### config.mk
export PLATFORM = sky130hd
export DESIGN_NAME = ssq_stats
export DESIGN_NICKNAME = d
export VERILOG_FILES = /design/src/sv/ssq_pkg.sv /design/src/sv/ssq_stats.sv
export SDC_FILE = /design/constraint.sdc
export NUM_CORES = 1
export LEC_CHECK = 0
export ABC_AREA = 1
export BUFFER_PORTS_ARGS = -buffer_cell sky130_fd_sc_hd__buf_4
export CORE_MARGIN = 2
export CORE_UTILIZATION = 50
export DETAILED_ROUTE_END_ITERATION = 16
export PLACE_DENSITY_LB_ADDON = 0.3
export SYNTH_ARGS = -nofsm -noshare
export SYNTH_HDL_FRONTEND = slang
export SYNTH_SLANG_ARGS = --single-unit
### constraint.sdc
create_clock -name vclk -period 7.9
set_input_delay 1.185 -clock vclk [all_inputs]
set_output_delay 1.185 -clock vclk [all_outputs]
set_load 0.05 [all_outputs]
### src/sv/ssq_pkg.sv
// Shared types, constants and bit functions for the spin-squared element block.
package ssq_pkg;

  localparam int MAX_ORBITALS = 64;
  localparam int WORD_W       = 64;
  localparam int CNT_W        = 7;
  localparam int RES_W        = 14;
  localparam logic [CNT_W-1:0] ORB_RESET = CNT_W'(MAX_ORBITALS);

  typedef logic [WORD_W-1:0] word_t;
  typedef logic [CNT_W-1:0]  cnt_t;

  typedef struct packed {
    cnt_t diff_a;
    cnt_t diff_b;
    cnt_t n_alpha;
    cnt_t n_beta;
    cnt_t n_pair;
    logic swap_ok;
    logic parity;
  } stats_t;

  // orbitals in use, count saturated to MAX_ORBITALS
  function automatic word_t orbital_mask(input cnt_t cnt);
    cnt_t  n;
    word_t m;
    n = (cnt > CNT_W'(MAX_ORBITALS)) ? CNT_W'(MAX_ORBITALS) : cnt;
    for (int p = 0; p < WORD_W; p++) begin
      m[p] = (CNT_W'(p) < n);
    end
    return m;
  endfunction

  // population count, bytes first then the byte sums
  function automatic cnt_t pop64(input word_t x);
    logic [3:0] byte_cnt [8];
    cnt_t       s;
    for (int b = 0; b < 8; b++) begin
      byte_cnt[b] = '0;
      for (int k = 0; k < 8; k++) begin
        byte_cnt[b] = byte_cnt[b] + 4'(x[8*b+k]);
      end
    end
    s = '0;
    for (int b = 0; b < 8; b++) begin
      s = s + CNT_W'(byte_cnt[b]);
    end
    return s;
  endfunction

  // bits strictly below the highest set bit
  function automatic word_t below_top(input word_t x);
    word_t f;
    f = x;
    f = f | (f >> 1);
    f = f | (f >> 2);
    f = f | (f >> 4);
    f = f | (f >> 8);
    f = f | (f >> 16);
    f = f | (f >> 32);
    return f >> 1;
  endfunction

endpackage

### src/sv/ssq_stats.sv
// Bit counts, exchange-pair detection and parity for one determinant pair.
module ssq_stats (
  input  ssq_pkg::word_t  alpha_bra,
  input  ssq_pkg::word_t  beta_bra,
  input  ssq_pkg::word_t  alpha_ket,
  input  ssq_pkg::word_t  beta_ket,
  output ssq_pkg::stats_t stats
);

  ssq_pkg::word_t i_set, j_set, below_i, below_j;

  always_comb begin
    i_set   = alpha_ket & beta_bra & ~beta_ket & ~alpha_bra;
    j_set   = beta_ket & alpha_bra & ~alpha_ket & ~beta_bra;
    below_i = ssq_pkg::below_top(i_set);
    below_j = ssq_pkg::below_top(j_set);

    stats.diff_a  = ssq_pkg::pop64(alpha_bra ^ alpha_ket);
    stats.diff_b  = ssq_pkg::pop64(beta_bra ^ beta_ket);
    stats.n_alpha = ssq_pkg::pop64(alpha_bra);
    stats.n_beta  = ssq_pkg::pop64(beta_bra);
    stats.n_pair  = ssq_pkg::pop64(alpha_bra & beta_bra);
    // i and j sets are disjoint, so i never equals j
    stats.swap_ok = (|i_set) & (|j_set);
    stats.parity  = ^((alpha_ket & below_i) ^ (beta_bra & below_i) ^
                      (beta_ket & below_j) ^ (alpha_bra & below_j));
  end

endmodule

==> impl_metrics.py <==
metrics = {
    "status": {
        "status": "finished with violations",
        "violations": "setup timing",
    },
    "global_route": {
        "grt_use_met2_pct": 73.7,
        "grt_pass1_wl_um": 126000,
        "use_met1_pct": 55.4,
        "grt_overflow": 0,
        "grt_max_degree": 9,
        "met3_usage_pct": 12.3,
        "grt_pass1_vias": 21200,
        "grt_usage_pct": 47.5,
        "antenna_found_initial": 3,
        "top_usage_layer": "met2",
    },
    "sta": {
        "min_period_ns": 8.45,
        "period_share_pct": 107,
        "setup_ws_ns": -0.547,
        "rsz0062_at_grt": "true",
        "hold_viol_final": 0,
        "setup_viol": 29,
        "slew_headroom_pct": 55.3,
        "drv_slew": 0,
        "setup_tns_ns": -9.15,
        "tightest_slew_ns": 0.667,
        "fmax_mhz": 118,
    },
    "yosys": {
        "synthAdderAreaFrac_pct": 35.5,
        "syn_inst": 2945,
        "ys_seq_area_share_pct": 0,
        "synth_xor_area_share_pct": 10.2,
        "synth_compound_area_share_pct": 2.59,
        "synth_nets": 3546,
        "synthMuxAreaShare_pct": 0,
        "synth_top_family_by_area": "simple AND/OR/NAND/NOR gates",
        "synth.avg_cell_area_um2": 6.08,
        "yosysUniqueCellTypes": 34,
        "ys_warn_count": 0,
        "syn_area_um2": 17900,
        "synthSimpleGateAreaFrac_pct": 39.2,
    },
    "detailed_routing": {
        "via_count": 21700,
        "firstDrtPassIters": 7,
        "wl_per_cell_um": 23.7,
        "wirelength_um": 92000,
        "drtIter0Drc": 2450,
        "routed_via_density": 5.58,
        "post-route-drc-count": 0,
        "detail-route-antenna-nets": 0,
    },
    "final_layout": {
        "regArea_um2": 0,
        "seq_cells": 0,
        "syn_to_final_growth_pct": 30.5,
        "multi_input_area_um2": 16500,
        "n_fill_cell": 3009,
        "nClkBuffers": 0,
        "drive_above_1_share_pct": 23.6,
        "fin_cells": 3882,
        "antenna_cells": 0,
        "nets": 4024,
    },
    "place": {
        "gp_congestion": 1.20,
        "dp_hpwl_um": 79700,
        "post-place-cells": 3862,
        "pre_cts_slack_ns": -0.547,
        "port_buffers": 293,
    },
    "setup_path": {
        "startpoint_type": "primary input",
        "worstSetupEndpointType": "output pin",
        "cp.arrival_ns": 7.26,
        "required_ns": 6.71,
        "crit_fanout": 3,
        "worstSetupPathType": "primary input to output pin",
    },
    "floorplanning": {
        "die_height_um": 193,
        "start_util_pct": 50.5,
        "ios": 293,
        "row_count": 69,
        "die_w_um": 193,
        "die-area_um2": 37300,
        "core-area_um2": 35400,
    },
    "job": {
        "cap_violations": 0,
    },
    "hold_path": {
        "hold_class": "primary input to output pin",
    },
}
==> per-stage QoR <==
step,hold WS [ns],cell area [µm²],utilization (%)
6_report,2.90,23400,66.0
5_1_grt,2.89,23400,66.0
4_1_cts,2.87,22800,64.5
3_5_place_dp,2.94,22100,62.5
3_3_place_gp,2.91,22100,62.5
2_1_floorplan,2.75,18100,-
==> cells by family after synthesis <==
kind of cell / count (synthesis)
adders and majority gates: 345
xor gates and xnor gates: 209
and+or+nand+nor: 1709
buffers and inverters: 599
AOI/OAI and AO/OA: 83
==> path summary, 6_finish.rpt <==
kind                     start        end  slack (ns)  depth (start not counted)
setup / recovery  beta_bra[47]  stats[13]       -0.55                         20
hold / removal     beta_bra[2]   stats[9]        2.90                          3
==> worst max-delay path, stage by stage <==
cell and delay [ns]:
buf_4 0.09, inv_1 0.06, fa_1 0.55, inv_2 0.04, fa_1 0.54, inv_2 0.06
fa_2 0.58, fa_1 0.47, fa_1 0.51, fa_1 0.66, fa_1 0.51, fa_1 0.57
inv_2 0.06, ha_4 0.18, fa_2 0.37, a21o_1 0.18, a21oi_2 0.16, buf_4 0.15
xor2_4 0.15, buf_6 0.17
==> cell usage in the layout (no fill, tap or decap), types with 4 or more instances in the layout <==
cell / n
nand2_2: 50
fa_1: 206
buf_8: 14
nor2_4: 10
a21oi_1: 4
nand3_2: 5
xor2_1: 102
a21o_1: 4
inv_1: 506
ha_1: 61
nand3b_1: 12
ha_4: 14
buf_4: 386
fa_2: 64
xor2_2: 13
nand2_4: 14
inv_2: 86
buf_6: 73
a21oi_2: 9
xor2_4: 6
xnor2_2: 7
nor3_1: 6
nand2_1: 1009
nor2_1: 488
o21ai_2: 4
nor2_8: 6
inv_4: 5
nor2_2: 21
xnor2_4: 5
o21ai_0: 20
xnor2_1: 76
nand3_1: 79
o21ai_1: 28
==> cell usage after synthesis, types with 17 or more instances <==
master	count	share of area, %
ha_1	75	5.2
nand2_1	1022	21
nand2_2	39	1.4
fa_1	270	30
nor2_2	17	0.59
inv_1	568	12
xnor2_1	88	4.3
o21ai_1	21	0.59
nand3_1	81	2.3
nor2_1	493	10
inv_2	29	0.61
xor2_1	121	5.9
o21ai_0	30	0.84
==> final cells by class <==
class                           instances  area share [%]
Timing Repair Buffer                  476            17.1
Inverter                              599            9.68
Multi-Input combinational cell       2346            70.8
Tap cell                              461            2.47
==> layer usage <==
layer	vias up	share of wire [%]
met5	-	0.036
met4	6	11
met3	532	13
met2	1642	42
met1	9994	34
li1	9495	-
==> repair_timing <==
item | 4_1_cts | 5_1_grt
resized for setup | 185 | 143
setup buffers | 10 | 16
pin swaps | 108 | 96
endpoints found under the setup margin | 28 | 30
hold buffers | 0 | 0
Power is left out: the tool's default activity adds up to more than one toggle a clock period on the data nets, which glitch-free logic cannot reach.
